<file path="src/rtl/crfb_alu.sv">
module crfb_alu (
    input  logic [15:0] a,
    input  logic [15:0] b,
    input  logic        inc,
    output logic [15:0] sum
);

    // a + b + 1 or a + b - 1, wrapping at 16 bits.
    assign sum = a + b + (inc ? 16'h0001 : 16'hFFFF);

endmodule

</file>
<file path="config.mk">
export PLATFORM = sky130hd
export DESIGN_NAME = crfb_alu
export DESIGN_NICKNAME = d
export VERILOG_FILES = /design/src/rtl/crfb_alu.sv
export SDC_FILE = /design/constraint.sdc
export NUM_CORES = 1
export LEC_CHECK = 0
export BUFFER_PORTS_ARGS = -buffer_cell sky130_fd_sc_hd__buf_2
export CORE_MARGIN = 3
export CORE_UTILIZATION = 49
export DETAILED_ROUTE_END_ITERATION = 16
export PLACE_DENSITY = 0.91
export SKIP_LAST_GASP = 1
export SLEW_MARGIN = 30
export SYNTH_ARGS = -nofsm -noshare
export SYNTH_HDL_FRONTEND = slang
export SYNTH_SLANG_ARGS = --single-unit
</file>
<file path="constraint.sdc">
create_clock -name vclk -period 4.4
set_input_delay 0.88 -clock vclk [all_inputs]
set_output_delay 0.88 -clock vclk [all_outputs]
set_load 0.03 [all_outputs]
</file>
==> results, run 1 <==
- The run finished with clean final reports.
- The first global-routing pass estimated roughly 4 mm of wire.
- The initial antenna violation count is 0.
- The sequential-to-total area share from yosys stat is 0%.
- The delay of the slowest cell on the worst path is ~0.42 ns.
- Summing the areas of all compound-gate instances in the mapped netlist gives between 20% and 30% of the synthesized area.
- After synthesis, the netlist uses 27 different library cells.
- Data on the critical path arrives at its endpoint at 3.42 ns.
- The largest vdd supply drop is roughly 0.00028 V.
- For this run, the post-layout net count is 218.
- The highest layer touched by signal routing is met4.
- The net count after synthesis is 165.
- After Yosys synthesis, full adders, half adders and majority gates account for 50.8% of the synthesized area.
- The floorplan step defined a die boundary enclosing roughly 0.0025 mm².
- After Yosys synthesis, and, or, nand and nor cells account for 9.51% of the synthesized area.
- The register area is 0 µm².
- The smallest clock period supported by the final layout is computed as between 4 and 5 ns.
- The pin count of the biggest net entering global routing is 11.
- For this run, the number of Yosys warnings is 0.
- The classification of the worst-slack hold path is in -> out.
- The number of nets with antenna violations after routing is 0.
- The normalized max-slew margin is 83.5%.
- Dividing the final minimum period by the clock period gives between 90 and 100%.
- The detailed router finished its first iteration with 27 violations.
- The layout-stage area growth over the synthesis result is 32.2%.
- The largest driver fanout on the critical path is 4.
- Multiplexer cells account for 0% of the synthesized area.
- The y dimension of the die is around 50 µm.
- The initial core utilization is between 50% and 60%.
- The count of buffers from port buffering is 49.
- The total via count in the routed design is 950.
- The startpoint kind of the worst setup timing path is an input pin.
- During I/O placement, the number of pins put on the boundary was between 40 and 50.
- The area used by multi-input combinational logic is about 940 µm².
- The gate count of the mapped netlist is around 100.
- The final layout contains routed wiring with a total length of about 2.4 mm.
- After routing the design area is between 0.001 and 0.0015 mm².
- The final number of max-transition violations is 0.
- Power comes to 0.000482 W.
- The slowest cell on the critical path is fa_1.
- The residual overflow from global routing is 0.
- For this design the static power due to leakage is 0.615 nW.
- The dominant delay contributor by cell family on the critical path is adder cells.
- The final-report hold violation count was 0.
- The total routing usage reported by global routing is 19.6%.
- The final setup TNS is 0 ns.
- Dividing the detail-routed via count by the number of cells gives around 5.3.
- Setup repair after global routing left no endpoint under its margin.
- The antenna diode count is 0.
- For this run, design rule violations remaining after detail routing come to 0.
- The total area inside the core boundary comes to approximately 0.0018 mm².
- The congestion estimate from routability-driven global placement came to 0.773.
- The total half-perimeter wirelength after legalization and detailed placement is around 2.1 mm.
- The share of cells above drive strength 1 is 41.2%.
- The floorplan step set the die width to a little over 50 µm.
- The tightest hold path in the finished design has a slack of roughly 2.2 ns.
- The total buffers and inverters traversed by the critical path is 3.
- The floorplan has 15 rows.
- The worst setup path category is in -> out.
- The count of flip-flops and latches is 0.
- After synthesis, the largest family of logic cells by area is adder cells.
- After detailed routing, the average wire length per cell comes to 13.3 µm.
- The required time of the critical path is between 3 and 4 ns.
- The first TritonRoute pass finished after 4 iterations.
- The routed design uses between 150 and 200 µm of met3 wire.
- After detailed placement, the total cell area comes to between 0.001 and 0.0015 mm².
- Summing the areas of all xor and xnor instances in the mapped netlist gives ~15% of the synthesized area.
- The detailed router put a total of 929 µm of wire on met1.
- In this run the power density over the cells is 380 mW/mm².
- Based on the critical path, the design can be clocked at up to 233 MHz.
- A synthesized cell averages approximately 9.4 µm².
- The cell area after synthesis is ~960 µm².
- Setup violations remaining at the end of the flow were counted as 0.
- The count of clock buffers in the final design is 0.
- STA classifies the critical path endpoint as an output port.
- The filler cells instantiated in the layout total 143.
- The tool flagged a number of max-cap violations equal to 0.
- Wire segments on met2 add up to between 1 and 1.5 mm in the final route.
- The number of global-route vias before repair is about 970.
- The transition time at the pin with the least slew margin is about 0.24 ns.
- Traced cell by cell, the critical path runs through buf_2 -> inv_2 -> fa_1 -> ha_1 -> fa_1 -> a21oi_2 -> o211ai_1 -> a31oi_2 -> o21bai_2 -> a21oi_2 -> xnor2_1 -> clkbuf_4.
## metal layers
| layer | vias up | global-route usage (%) |
|---|---|---|
| li1 | 461 | - |
| met1 | 447 | 24.5 |
| met2 | 40 | 37.4 |
| met3 | 2 | 1.19 |
| met4 | 0 | 1.84 |
| met5 | - | 0 |
## through the flow
stage	utilization (%)	worst slack (ns)	std cells
2_1_floorplan	-	0.0107	102
3_3_place_gp	70.2	0.134	177
3_5_place_dp	70.2	0.00361	177
5_1_grt	71.2	0.0198	178
6_report	71.2	0.102	178
4_1_cts	70.5	0.0470	177
## cell usage in the layout, fill, tap and decap left out, types with 4 or more instances in the layout
cell	instances
nand3_1	4
inv_1	6
nand2_1	5
nor2_1	5
buf_2	48
a21oi_1	8
xnor2_1	12
fa_1	15
o21ai_0	4
ha_1	15
## worst paths after layout
check / start / end / slack (ns) / depth (start not counted)
worst min-delay path: b[0] / sum[0] / 2.22 / 5
worst max-delay path: inc / sum[11] / 0.10 / 12
## synth_stat cells, types with 3 or more instances
library cell / instances / area share, %
ha_1: 15 / 20
inv_1: 7 / 2.7
xnor2_1: 12 / 11
nor2_1: 5 / 2.0
a21o_1: 3 / 2.3
nand2_1: 5 / 2.0
xor2_1: 4 / 3.6
a21oi_1: 9 / 4.7
fa_1: 15 / 31
o21ai_0: 4 / 2.1
nand3_1: 4 / 2.1
## power by group
group	internal [W]	switching, W	total, W
combinational	0.000175	0.000307	0.000482
sequential	0	0	0
clock	0	0	0
## cell families after synthesis
| logic type | Yosys count |
|---|---|
| and+or+nand+nor | 19 |
| adders and majority gates | 30 |
| buffers and inverters | 8 |
| xor gates and xnor gates | 16 |
| AOI/OAI and AO/OA | 29 |
## layout make-up
cell class | count | area share, %
repair buffers | 52 | 21.6
well taps | 25 | 2.46
inverters | 7 | 2.07
multi-input cells | 94 | 73.9
## repair_timing
| item | 4_1_cts | 5_1_grt |
|---|---|---|
| pin swaps | 0 | 1 |
| hold buffers | 0 | 0 |
| setup endpoints to repair | 1 | 2 |
| hold endpoints to repair | 0 | 0 |
| setup buffers | 0 | 1 |
| resized for setup | 1 | 3 |
(Power assumes the default switching activity.)
==> inputs of run 2 (changes only) <==
- CORE_ASPECT_RATIO: not set -> 1.2
==> results, run 2 (same netlist as run 1, synthesis figures left out) <==
- The most common cell after layout, fill and taps aside is buf_2.
- The pin count of the biggest net entering global routing is 12 (+1).
- The share of cells above drive strength 1 came to 40.8% (-0.39 points).
- The count of nets after finishing is 217 (-0.46%).
- The wire length on met2 is 1.23 mm (-2.0%).
- The normalized max-slew margin was 82.2% (-1.3 points).
- The final cycle utilization of the critical path came to 96.3% (-1.4 points).
- The total routing usage reported by global routing is 19.2% (-0.31 points).
- The final-report hold violation count is 0 (unchanged).
- The antenna diode count came to 0 (unchanged).
- The worst hold margin is 2.21 ns (-0.00345 ns).
- In this run the top signal layer used is met3.
- STA classifies the critical path startpoint as an input pin.
- The required time of the critical path was 3.52 ns (about the same).
- The floorplan row count came to 16 (+1).
- The worst setup path category is in -> out.
- Setup repair after global routing left no endpoint under its margin.
- The classification of the worst-slack hold path is in -> out.
- Leaving out fill and tap cells, the most frequent cells in the layout are 48 x buf_2, 15 x fa_1, 15 x ha_1, 12 x xnor2_1, 8 x a21oi_1.
- The path with the worst hold slack has its endpoint at sum[0].
- The total iterations of the first detailed-routing run is 4 (unchanged).
- The count of clock buffers in the final design came to 0 (unchanged).
- The placeable core area is 0.00174 mm² (-2.3%).
- The length of routed met3 wiring is 179 µm (+10%).
- The transition time at the pin with the least slew margin is 0.264 ns (+0.0193 ns).
- The placement-stage worst setup slack is 0.0468 ns (+0.0431 ns).
- The DRC violation count after routing came to 0 (unchanged).
- The layout-stage area growth over the synthesis result is 30.5%.
- The number of global-route vias before repair is 948 (-2.7%).
- The static leakage is 0.611 nW (-0.75%).
- The endpoint kind of the worst setup timing path is an output port.
- The vias per cell came to 5.49 (+2.9%).
- The final cell utilization of the core came to 72.0% (+0.75 points).
- The largest driver fanout on the critical path came to 4 (unchanged).
- The number of nets with antenna violations after routing is 0 (unchanged).
- The last weighted congestion value of the routability-driven placer is 0.934 (+21%).
- The portion of total power attributed to combinational logic is 100.0% (about the same).
- The final setup slack of the worst path is 0.162 ns (+0.0606 ns).
- The number of buffers inserted for hold repair after clock tree synthesis came to 0 (unchanged).
- The switching part of the total power came to 63.5% (-0.27 points).
- The data arrival time at the worst-slack endpoint was 3.36 ns (-0.06 ns).
- The wire length of the first global-routing pass is 3.71 mm (-7.2%).
- The residual overflow from global routing came to 0 (unchanged).
- The number of max-capacitance violations reported is 0 (unchanged).
- The sequential group share of total power is 0% (unchanged).
- The final number of max-transition violations is 0 (unchanged).
- The worst hold path cell count is 5 (unchanged).
- The power per unit of standard cell area is 382 mW/mm² (+0.66%).
- The switching power summed over all nets is 0.000304 W (-1.0%).
- The total detailed-routing wirelength is 2.29 mm (-3.1%).
- The total via count in the routed design is 934 (-1.7%).
- The setup-violating endpoint count in the final report came to 0 (unchanged).
- The initial core utilization was 55.2% (+1.3 points).
- The initial antenna violation count was 0 (unchanged).
- The shortest period the worst path allows was 4.24 ns (-0.0606 ns).
- The achievable clock frequency is 236 MHz (+1.4%).
- The cell-internal power is 0.000175 W (about the same).
- The DRC violation total after the first TritonRoute iteration is 9 (-67%).
- The largest vdd supply drop is 0.000219 V (-21%).
- The I/O pin total is 49 (unchanged).
- The met1 routed wirelength after detailed routing came to 882 µm (-5.1%).
- The count of buffers from port buffering was 49 (unchanged).
- The final setup TNS is 0 ns (unchanged).
- The y dimension of the die was 54.5 µm (+8.4%).
- The register area is 0 µm² (unchanged).
- The die width is 46.4 µm (-7.7%).
- The total half-perimeter wirelength after legalization and detailed placement was 2.06 mm (-3.1%).
- The average wire length per cell after detail routing is 13.5 µm (+1.4%).
- The count of flip-flops and latches is 0 (unchanged).
- The flow ran to the end, and the final reports show no timing, DRC or antenna violations.
- The die footprint came to 0.00253 mm² (about the same).
- The clock share of power is 0% (unchanged).
- The source of the worst hold timing path is b[0].
-- run 2: per-layer routing --
| layer | vias to the layer above | global-route usage, % |
|---|---|---|
| li1 | 462 | - |
| met1 | 434 | 22.2 |
| met2 | 38 | 39.9 |
| met3 | 0 | 0.658 |
| met4 | 0 | 0 |
| met5 | - | 0 |
-- run 2: final cells by class --
cell class	count	area (µm²)
Tap cell	18	22.5
Timing Repair Buffer	51	267
Multi-Input combinational cell	94	938
Fill cell	148	488
Inverter	7	26.3
-- run 2: worst max-delay path by stage --
stage	cells after the start	slack [ns]	startpoint	end
after floorplan	10	0.01	inc	sum[11]
after global placement	12	0.08	inc	sum[11]
after detailed placement	12	0.05	inc	sum[11]
after CTS	12	0.03	inc	sum[11]
after global routing	12	0.02	inc	sum[15]
final	12	0.16	inc	sum[11]
-- run 2: worst max-delay path: stages --
cell and delay (ns):
buf_2 0.12, inv_2 0.11, fa_1 0.42, ha_1 0.24, fa_1 0.43, a21oi_2 0.20, o211ai_1 0.13, a31oi_2 0.28
o21bai_2 0.09, a21oi_2 0.14, xnor2_1 0.12, buf_4 0.18
-- run 2: power by group through the flow --
stage | Sequential, W | Clock (W) | Combinational (W)
2_1_floorplan | 0 | 0 | 0.000357
6_report | 0 | 0 | 0.000479
3_5_place_dp | 0 | 0 | 0.000470
5_1_grt | 0 | 0 | 0.000520
3_3_place_gp | 0 | 0 | 0.000460
4_1_cts | 0 | 0 | 0.000473
-- run 2: what timing repair did --
| action | CTS | global route |
|---|---|---|
| buffers inserted | 0 | 1 |
| hold endpoints to repair | 0 | 0 |
| setup endpoints to repair | 0 | 5 |
| resized for setup | 0 | 4 |
-- run 2: stage by stage --
step	power, W	instance area, µm²	cells
2_1_floorplan	0.000357	968	102
3_3_place_gp	0.000460	1240	169
3_5_place_dp	0.000470	1240	169
4_1_cts	0.000473	1240	169
5_1_grt	0.000520	1250	170
6_report	0.000479	1250	170
