### src/rtl/crfb_pkg.sv
package crfb_pkg;

    localparam int FB_WIDTH_DEF  = 128;
    localparam int FB_HEIGHT_DEF = 160;

    localparam int CFG_DATA_W = 8;

    // Register indexes on the configuration channel.
    localparam logic [0:0] REG_ACTIVE_WIDTH  = 1'b0;
    localparam logic [0:0] REG_ACTIVE_HEIGHT = 1'b1;

    localparam logic [CFG_DATA_W-1:0] ACTIVE_WIDTH_RST  = 8'd128;
    localparam logic [CFG_DATA_W-1:0] ACTIVE_HEIGHT_RST = 8'd160;

    localparam logic MODE_FILL = 1'b0;
    localparam logic MODE_READ = 1'b1;

    typedef struct packed {
        logic        mode;
        logic [15:0] x_pos;
        logic [15:0] y_pos;
        logic [15:0] rect_width;
        logic [15:0] rect_height;
        logic [15:0] fill_color;
    } cmd_t;

    typedef struct packed {
        logic [15:0] read_color;
        logic [14:0] pixels_written;
    } res_t;

    typedef enum logic [3:0] {
        ST_CLEAR,
        ST_IDLE,
        ST_XEDGE,
        ST_YEDGE,
        ST_CHECK,
        ST_ADDR,
        ST_FILL,
        ST_READ,
        ST_RWAIT,
        ST_RESP
    } state_t;

endpackage

### src/rtl/crfb_seq.sv
module crfb_seq #(
    parameter int FB_WIDTH  = crfb_pkg::FB_WIDTH_DEF,
    parameter int FB_HEIGHT = crfb_pkg::FB_HEIGHT_DEF
) (
    input  logic                          clk,
    input  logic                          rst_n,
    input  logic                          cmd_valid,
    output logic                          cmd_ready,
    input  crfb_pkg::cmd_t                cmd,
    output logic                          res_valid,
    input  logic                          res_ready,
    output crfb_pkg::res_t                res,
    input  logic [$clog2(FB_WIDTH+1)-1:0]  eff_w,
    input  logic [$clog2(FB_HEIGHT+1)-1:0] eff_h,
    output logic [15:0]                   alu_a,
    output logic [15:0]                   alu_b,
    output logic                          alu_inc,
    input  logic [15:0]                   alu_sum,
    output logic                          mem_we,
    output logic [$clog2(FB_WIDTH*FB_HEIGHT)-1:0] mem_addr,
    output logic [15:0]                   mem_wdata,
    input  logic [15:0]                   mem_rdata
);

    localparam int DEPTH = FB_WIDTH * FB_HEIGHT;
    localparam int AW    = $clog2(DEPTH);
    localparam int CW    = $clog2(FB_WIDTH);
    localparam int RW    = $clog2(FB_HEIGHT);
    localparam int EW    = $clog2(FB_WIDTH + 1);
    localparam int EH    = $clog2(FB_HEIGHT + 1);
    localparam int SW    = 17;

    crfb_pkg::state_t state_reg, state_next;
    crfb_pkg::cmd_t   cmd_reg, cmd_next;
    crfb_pkg::res_t   res_reg, res_next;

    logic [15:0]   xs_reg, xs_next, x2_reg, x2_next;
    logic [15:0]   ys_reg, ys_next, y2_reg, y2_next;
    logic [CW-1:0] col_reg, col_next, c0_reg, c0_next, c1_reg, c1_next;
    logic [RW-1:0] row_reg, row_next, r1_reg, r1_next;
    logic [AW-1:0] addr_reg, addr_next, line_reg, line_next;
    logic [14:0]   count_reg, count_next;

    logic signed [SW-1:0] eff_ws, eff_hs;
    logic [EW-1:0]        w_last;
    logic [EH-1:0]        h_last;
    logic                 xs_in, x2_beyond, ys_in, y2_beyond, hit;
    logic [AW-1:0]        line_step;

    assign eff_ws = $signed({{(SW-EW){1'b0}}, eff_w});
    assign eff_hs = $signed({{(SW-EH){1'b0}}, eff_h});
    assign w_last = eff_w - EW'(1);
    assign h_last = eff_h - EH'(1);

    assign xs_in     = $signed(xs_reg) < eff_ws;
    assign x2_beyond = !($signed(x2_reg) < eff_ws);
    assign ys_in     = $signed(ys_reg) < eff_hs;
    assign y2_beyond = !($signed(y2_reg) < eff_hs);

    // Both edges must straddle the active area; a far edge that wrapped
    // negative counts as off the left or top.
    assign hit = (cmd_reg.mode == crfb_pkg::MODE_READ ||
                  (cmd_reg.rect_width != 16'd0 && cmd_reg.rect_height != 16'd0)) &&
                 eff_w != '0 && eff_h != '0 &&
                 xs_in && !x2_reg[15] && ys_in && !y2_reg[15];

    assign line_step = line_reg + AW'(FB_WIDTH);

    always_ff @(posedge clk or negedge rst_n)
    begin
        if (!rst_n)
        begin
            state_reg <= crfb_pkg::ST_CLEAR;
            addr_reg  <= '0;
        end
        else
        begin
            state_reg <= state_next;
            addr_reg  <= addr_next;
        end
    end

    always_ff @(posedge clk)
    begin
        cmd_reg   <= cmd_next;
        res_reg   <= res_next;
        xs_reg    <= xs_next;
        x2_reg    <= x2_next;
        ys_reg    <= ys_next;
        y2_reg    <= y2_next;
        col_reg   <= col_next;
        c0_reg    <= c0_next;
        c1_reg    <= c1_next;
        row_reg   <= row_next;
        r1_reg    <= r1_next;
        line_reg  <= line_next;
        count_reg <= count_next;
    end

    always_comb
    begin
        state_next = state_reg;
        cmd_next   = cmd_reg;
        res_next   = res_reg;
        xs_next    = xs_reg;
        x2_next    = x2_reg;
        ys_next    = ys_reg;
        y2_next    = y2_reg;
        col_next   = col_reg;
        c0_next    = c0_reg;
        c1_next    = c1_reg;
        row_next   = row_reg;
        r1_next    = r1_reg;
        addr_next  = addr_reg;
        line_next  = line_reg;
        count_next = count_reg;

        cmd_ready = 1'b0;
        res_valid = 1'b0;
        mem_we    = 1'b0;
        mem_wdata = 16'd0;
        alu_a     = cmd_reg.x_pos;
        alu_b     = cmd_reg.rect_width;
        alu_inc   = cmd_reg.rect_width[15];

        case (state_reg)
            crfb_pkg::ST_CLEAR:
            begin
                mem_we    = 1'b1;
                addr_next = addr_reg + AW'(1);
                if (addr_reg == AW'(DEPTH - 1))
                begin
                    state_next = crfb_pkg::ST_IDLE;
                end
            end

            crfb_pkg::ST_IDLE:
            begin
                cmd_ready = 1'b1;
                if (cmd_valid)
                begin
                    cmd_next   = cmd;
                    state_next = crfb_pkg::ST_XEDGE;
                end
            end

            crfb_pkg::ST_XEDGE:
            begin
                // Negative width: near edge is x + w + 1, far edge the anchor.
                if (cmd_reg.mode == crfb_pkg::MODE_READ)
                begin
                    xs_next = cmd_reg.x_pos;
                    x2_next = cmd_reg.x_pos;
                end
                else if (cmd_reg.rect_width[15])
                begin
                    xs_next = alu_sum;
                    x2_next = cmd_reg.x_pos;
                end
                else
                begin
                    xs_next = cmd_reg.x_pos;
                    x2_next = alu_sum;
                end
                state_next = crfb_pkg::ST_YEDGE;
            end

            crfb_pkg::ST_YEDGE:
            begin
                alu_a   = cmd_reg.y_pos;
                alu_b   = cmd_reg.rect_height;
                alu_inc = cmd_reg.rect_height[15];
                if (cmd_reg.mode == crfb_pkg::MODE_READ)
                begin
                    ys_next = cmd_reg.y_pos;
                    y2_next = cmd_reg.y_pos;
                end
                else if (cmd_reg.rect_height[15])
                begin
                    ys_next = alu_sum;
                    y2_next = cmd_reg.y_pos;
                end
                else
                begin
                    ys_next = cmd_reg.y_pos;
                    y2_next = alu_sum;
                end
                state_next = crfb_pkg::ST_CHECK;
            end

            crfb_pkg::ST_CHECK:
            begin
                if (!hit)
                begin
                    res_next   = '0;
                    state_next = crfb_pkg::ST_RESP;
                end
                else
                begin
                    c0_next  = xs_reg[15] ? '0 : xs_reg[CW-1:0];
                    col_next = xs_reg[15] ? '0 : xs_reg[CW-1:0];
                    row_next = ys_reg[15] ? '0 : ys_reg[RW-1:0];
                    c1_next  = x2_beyond ? w_last[CW-1:0] : x2_reg[CW-1:0];
                    r1_next  = y2_beyond ? h_last[RW-1:0] : y2_reg[RW-1:0];
                    state_next = crfb_pkg::ST_ADDR;
                end
            end

            crfb_pkg::ST_ADDR:
            begin
                addr_next  = AW'(row_reg) * AW'(FB_WIDTH) + AW'(col_reg);
                line_next  = AW'(row_reg) * AW'(FB_WIDTH) + AW'(col_reg);
                count_next = '0;
                if (cmd_reg.mode == crfb_pkg::MODE_READ)
                begin
                    state_next = crfb_pkg::ST_READ;
                end
                else
                begin
                    state_next = crfb_pkg::ST_FILL;
                end
            end

            crfb_pkg::ST_FILL:
            begin
                mem_we     = 1'b1;
                mem_wdata  = cmd_reg.fill_color;
                count_next = count_reg + 15'd1;
                if (col_reg == c1_reg)
                begin
                    if (row_reg == r1_reg)
                    begin
                        res_next.read_color     = 16'd0;
                        res_next.pixels_written = count_reg + 15'd1;
                        state_next = crfb_pkg::ST_RESP;
                    end
                    else
                    begin
                        row_next  = row_reg + RW'(1);
                        col_next  = c0_reg;
                        line_next = line_step;
                        addr_next = line_step;
                    end
                end
                else
                begin
                    col_next  = col_reg + CW'(1);
                    addr_next = addr_reg + AW'(1);
                end
            end

            crfb_pkg::ST_READ:
            begin
                state_next = crfb_pkg::ST_RWAIT;
            end

            crfb_pkg::ST_RWAIT:
            begin
                res_next.read_color     = mem_rdata;
                res_next.pixels_written = 15'd0;
                state_next = crfb_pkg::ST_RESP;
            end

            crfb_pkg::ST_RESP:
            begin
                res_valid = 1'b1;
                if (res_ready)
                begin
                    state_next = crfb_pkg::ST_IDLE;
                end
            end

            default:
            begin
                state_next = crfb_pkg::ST_IDLE;
            end
        endcase
    end

    assign mem_addr = addr_reg;
    assign res      = res_reg;

endmodule

### config.mk
export PLATFORM = sky130hd
export DESIGN_NAME = crfb_seq
export DESIGN_NICKNAME = d
export VERILOG_FILES = /design/src/rtl/crfb_pkg.sv /design/src/rtl/crfb_seq.sv
export SDC_FILE = /design/constraint.sdc
export NUM_CORES = 1
export LEC_CHECK = 0
export ABC_AREA = 1
export BUFFER_PORTS_ARGS = -buffer_cell sky130_fd_sc_hd__buf_2
export CAP_MARGIN = 10
export CELL_PAD_IN_SITES_DETAIL_PLACEMENT = 2
export CELL_PAD_IN_SITES_GLOBAL_PLACEMENT = 2
export CORE_MARGIN = 10
export CORE_UTILIZATION = 35
export CTS_CLUSTER_SIZE = 24
export DETAILED_ROUTE_END_ITERATION = 8
export PLACE_DENSITY_LB_ADDON = 0.1
export SLEW_MARGIN = 15
export SYNTH_ARGS = -nofsm -noshare
export SYNTH_HDL_FRONTEND = slang
export SYNTH_SLANG_ARGS = --single-unit
### constraint.sdc
create_clock -name clk -period 9.1 [get_ports clk]
set_clock_uncertainty 0.15 [all_clocks]
set_input_delay 0.455 -clock clk [delete_from_list [all_inputs] [get_ports clk]]
set_output_delay 0.455 -clock clk [all_outputs]
set_load 0.02 [all_outputs]
==> flow_metrics.env <==
export IMPL_die_w_um=213.0
export IMPL_post_route_period_util_pct=44.92
export IMPL_yosysSeqAreaShare_pct=59.63
export IMPL_hold_viol_final=0
export IMPL_first_pass_iters=5
export IMPL_synth_simple_area_share_pct=21.03
export IMPL_antenna_found_initial=7
export IMPL_slew_headroom_pct=23.62
export IMPL_cts_tree="built"
export IMPL_netlist_area_um2=13040
export IMPL_synth_fp_nets=1551
export IMPL_rows=70
export IMPL_syn_avg_cell_area_um2=9.439
export IMPL_synth_distinct_cells=41
export IMPL_cts_root_buf="clkbuf_16"
export IMPL_yosysTopAreaCellShare_pct=55.98
export IMPL_synth_xor_area_share_pct=2.486
export IMPL_fillCellCount=3925
export IMPL_clk_latency_ns=0.58
export IMPL_pre_cts_ws_ns=5.783
export IMPL_drc=0
export IMPL_max_freq_mhz=244.6
export IMPL_cp_required_ns=8.50
export IMPL_place_gp_congestion=0.8020
export IMPL_path_max_fanout=49
export IMPL_viasPerCell=4.945
export IMPL_layout_nets=1866
export IMPL_tns_ns=0
export IMPL_wirelength_mm=47.33
export IMPL_post_synth_top_count_cell="nand2_1"
export IMPL_io_buffer_count=230
export IMPL_synth_top_area_cell="edfxtp_1"
export IMPL_yosysWarningCount=0
export IMPL_core_area_um2=36700
export IMPL_synth_top_family_by_area="simple AND/OR/NAND/NOR gates"
export IMPL_antenna_left=0
export IMPL_async_flop_share_pct=7.252
export IMPL_synth_top_flop_cell="edfxtp_1"
export IMPL_clk_pin_slew_worst_paths_ns=0.06
export IMPL_setup_ws_ns=5.012
export IMPL_period_needed_ns=4.088
export IMPL_largest_register_ff_count=81
export IMPL_wl_per_cell_um=21.57
export IMPL_synth_edff_count=243
export IMPL_start_util_pct=35.52
export IMPL_synthTopCellsByCount="346 x nand2_1, 243 x edfxtp_1, 193 x nor2_1"
export IMPL_io_pins=231
export IMPL_cts_buffer_depth=3
export IMPL_synthMuxAreaShare_pct=0
export IMPL_power_density_nw_per_um2=158.5
export IMPL_start_kind="flip-flop"
export IMPL_p_leak_nw=7.147
export IMPL_grtUsageTotal_pct=20.74
export IMPL_worstSetupPathType="flip-flop to primary output"
export IMPL_gr_total_overflow=0
export IMPL_crit_path_end_kind="primary output"
export IMPL_first_global_vias=12510
export IMPL_grt_start_max_net_pins=82
export IMPL_tightest_slew_ns=1.146
export IMPL_vias=10850
export IMPL_drive_gt1_share_pct=18.37
export IMPL_drv_cap=0
export IMPL_finalSetupViolCount=0
export IMPL_synthesis_instances=1381
export IMPL_drv_slew=0
export IMPL_dr_first_iter_drc_count=502
export IMPL_cts_sinks=262
export IMPL_syn_to_final_growth_pct=26.29
export IMPL_synth_seq_cells=262
export IMPL_grt_pass1_wl_mm=73.18
export IMPL_synthAdderAreaFrac_pct=3.552
export IMPL_vdd_drop_max_uv=160.2
export IMPL_arrival_ns=3.48
export IMPL_hold_class="input port to flip-flop"
export IMPL_numCtsBuffers=31
export IMPL_rsz0062_at_grt="no"
export IMPL_synth_area_leaders="edfxtp_1 56%, nand2_1 10%, nor2_1 5.6%, inv_1 4.7%, o21ai_0 3.8%"
export IMPL_fin_util_pct=44.86
export IMPL_synth_compound_area_share_pct=6.652
export IMPL_die_y_um=213.0
export IMPL_status="complete, no violations"
export IMPL_place_hpwl_mm=32.63
export IMPL_htree_levels=1
export IMPL_die_area_um2=45360
==> through the flow <==
stage          total power [W]  instances  area [µm²]  hold WS (ns)
2_1_floorplan         0.001354       1381       13040      0.009409
3_3_place_gp          0.001395       2047       14660        0.3385
3_5_place_dp          0.001399       2047       14660        0.3408
4_1_cts               0.002618       2188       16440      0.002941
5_1_grt               0.002695       2190       16450       0.02365
6_report              0.002610       2194       16460       0.03074
==> path summary, 6_finish.rpt <==
path | startpoint | to | slack [ns] | cells after the start
setup / recovery | state_reg[3]$_DFFE_PN0P_ | alu_a[10] | 5.01 | 8
hold / removal | mem_rdata[5] | res[20]$_DFFE_PP_ | 0.03 | 3
setup reg to reg | row_reg[6]$_DFFE_PP_ | res[6]$_DFFE_PP_ | 6.27 | 9
hold reg to reg | c0_reg[3]$_DFFE_PP_ | col_reg[3]$_DFFE_PP_ | 0.40 | 2
max in group asynchronous | rst_n | state_reg[0]$_DFFE_PN0P_ | 8.14 | 2
min in group asynchronous | rst_n | mem_addr[11]$_DFFE_PN0P_ | 0.27 | 2
==> power breakdown <==
part	internal, W	switching, W	leakage, nW	total, W
Combinational	0.0000555	0.0000462	4.24	0.000102
Clock	0.000678	0.000525	0.456	0.00120
Sequential	0.00130	0	2.45	0.00130
Total	0.00204	0.000572	7.15	0.00261
==> worst max-delay path: stages (launching register included) <==
cell	delay (ns)
dfrtp_1	0.45
nor2_1	0.13
inv_1	0.15
nor2_4	0.13
buf_4	0.52
inv_1	0.53
buf_4	0.39
o21ai_0	0.33
buf_2	0.23
==> layer usage <==
metal  track usage [%]  up-vias  routed length (µm)
li1                  -     5201                   -
met1             22.84     5393               18400
met2             39.39      172               25760
met3             3.739       78                1708
met4             6.278        6                1422
met5                 0        -                  46
==> cell families (layout without fill, tap and decap cells) <==
group	Yosys count	count (layout)
compound gates	166	166
xor+xnor	37	37
fa+ha+maj	37	37
buf+inv	216	555
flops	262	262
other cells	0	6
simple gates	663	663
==> repair_timing <==
action                                 4_1_cts  5_1_grt
setup buffers                                0        0
hold buffers                                84        0
endpoints found under the hold margin      102        0
gates resized for setup                      0        0
setup endpoints to repair                    0        0
==> cell usage in the layout (no fill, tap or decap), types with 2 or more instances in the layout <==
| master | Yosys | routed |
|---|---|---|
| a21oi_1 | 44 | 44 |
| buf_2 | 12 | 230 |
| buf_4 | 3 | 10 |
| bufinv_16 | 0 | 2 |
| clkbuf_1 | 19 | 7 |
| clkbuf_16 | 0 | 31 |
| clkinv_1 | 1 | 9 |
| clkinv_2 | 0 | 5 |
| clkinvlp_4 | 0 | 3 |
| dfrtp_1 | 19 | 19 |
| diode_2 | 0 | 6 |
| dlygate4sd3_1 | 0 | 84 |
| edfxtp_1 | 243 | 243 |
| ha_1 | 37 | 37 |
| inv_1 | 162 | 162 |
| inv_2 | 11 | 11 |
| nand2_1 | 346 | 345 |
| nand2_2 | 3 | 4 |
| nand3_1 | 63 | 63 |
| nand3b_1 | 3 | 3 |
| nand4_1 | 13 | 13 |
| nor2_1 | 193 | 190 |
| nor2_2 | 4 | 6 |
| nor2_4 | 3 | 4 |
| nor3_1 | 20 | 18 |
| nor3_2 | 2 | 4 |
| nor4_1 | 6 | 6 |
| o211ai_1 | 6 | 6 |
| o21a_1 | 2 | 2 |
| o21ai_0 | 100 | 100 |
| o21ai_1 | 8 | 8 |
| or2_2 | 2 | 2 |
| xnor2_1 | 8 | 8 |
| xor2_1 | 29 | 29 |
==> area by class of cell <==
cell class	count	area, µm²	share of cell area [%]
antenna	6	15.01	0.09121
clock buffer	38	802.0	4.872
clock inverter	19	146.4	0.8893
inverter	174	653.1	3.967
multi-input combinational	903	4420	26.85
sequential	262	7772	47.21
tap	468	585.6	3.557
timing repair buffer	324	2067	12.56
(Power assumes the default switching activity.)
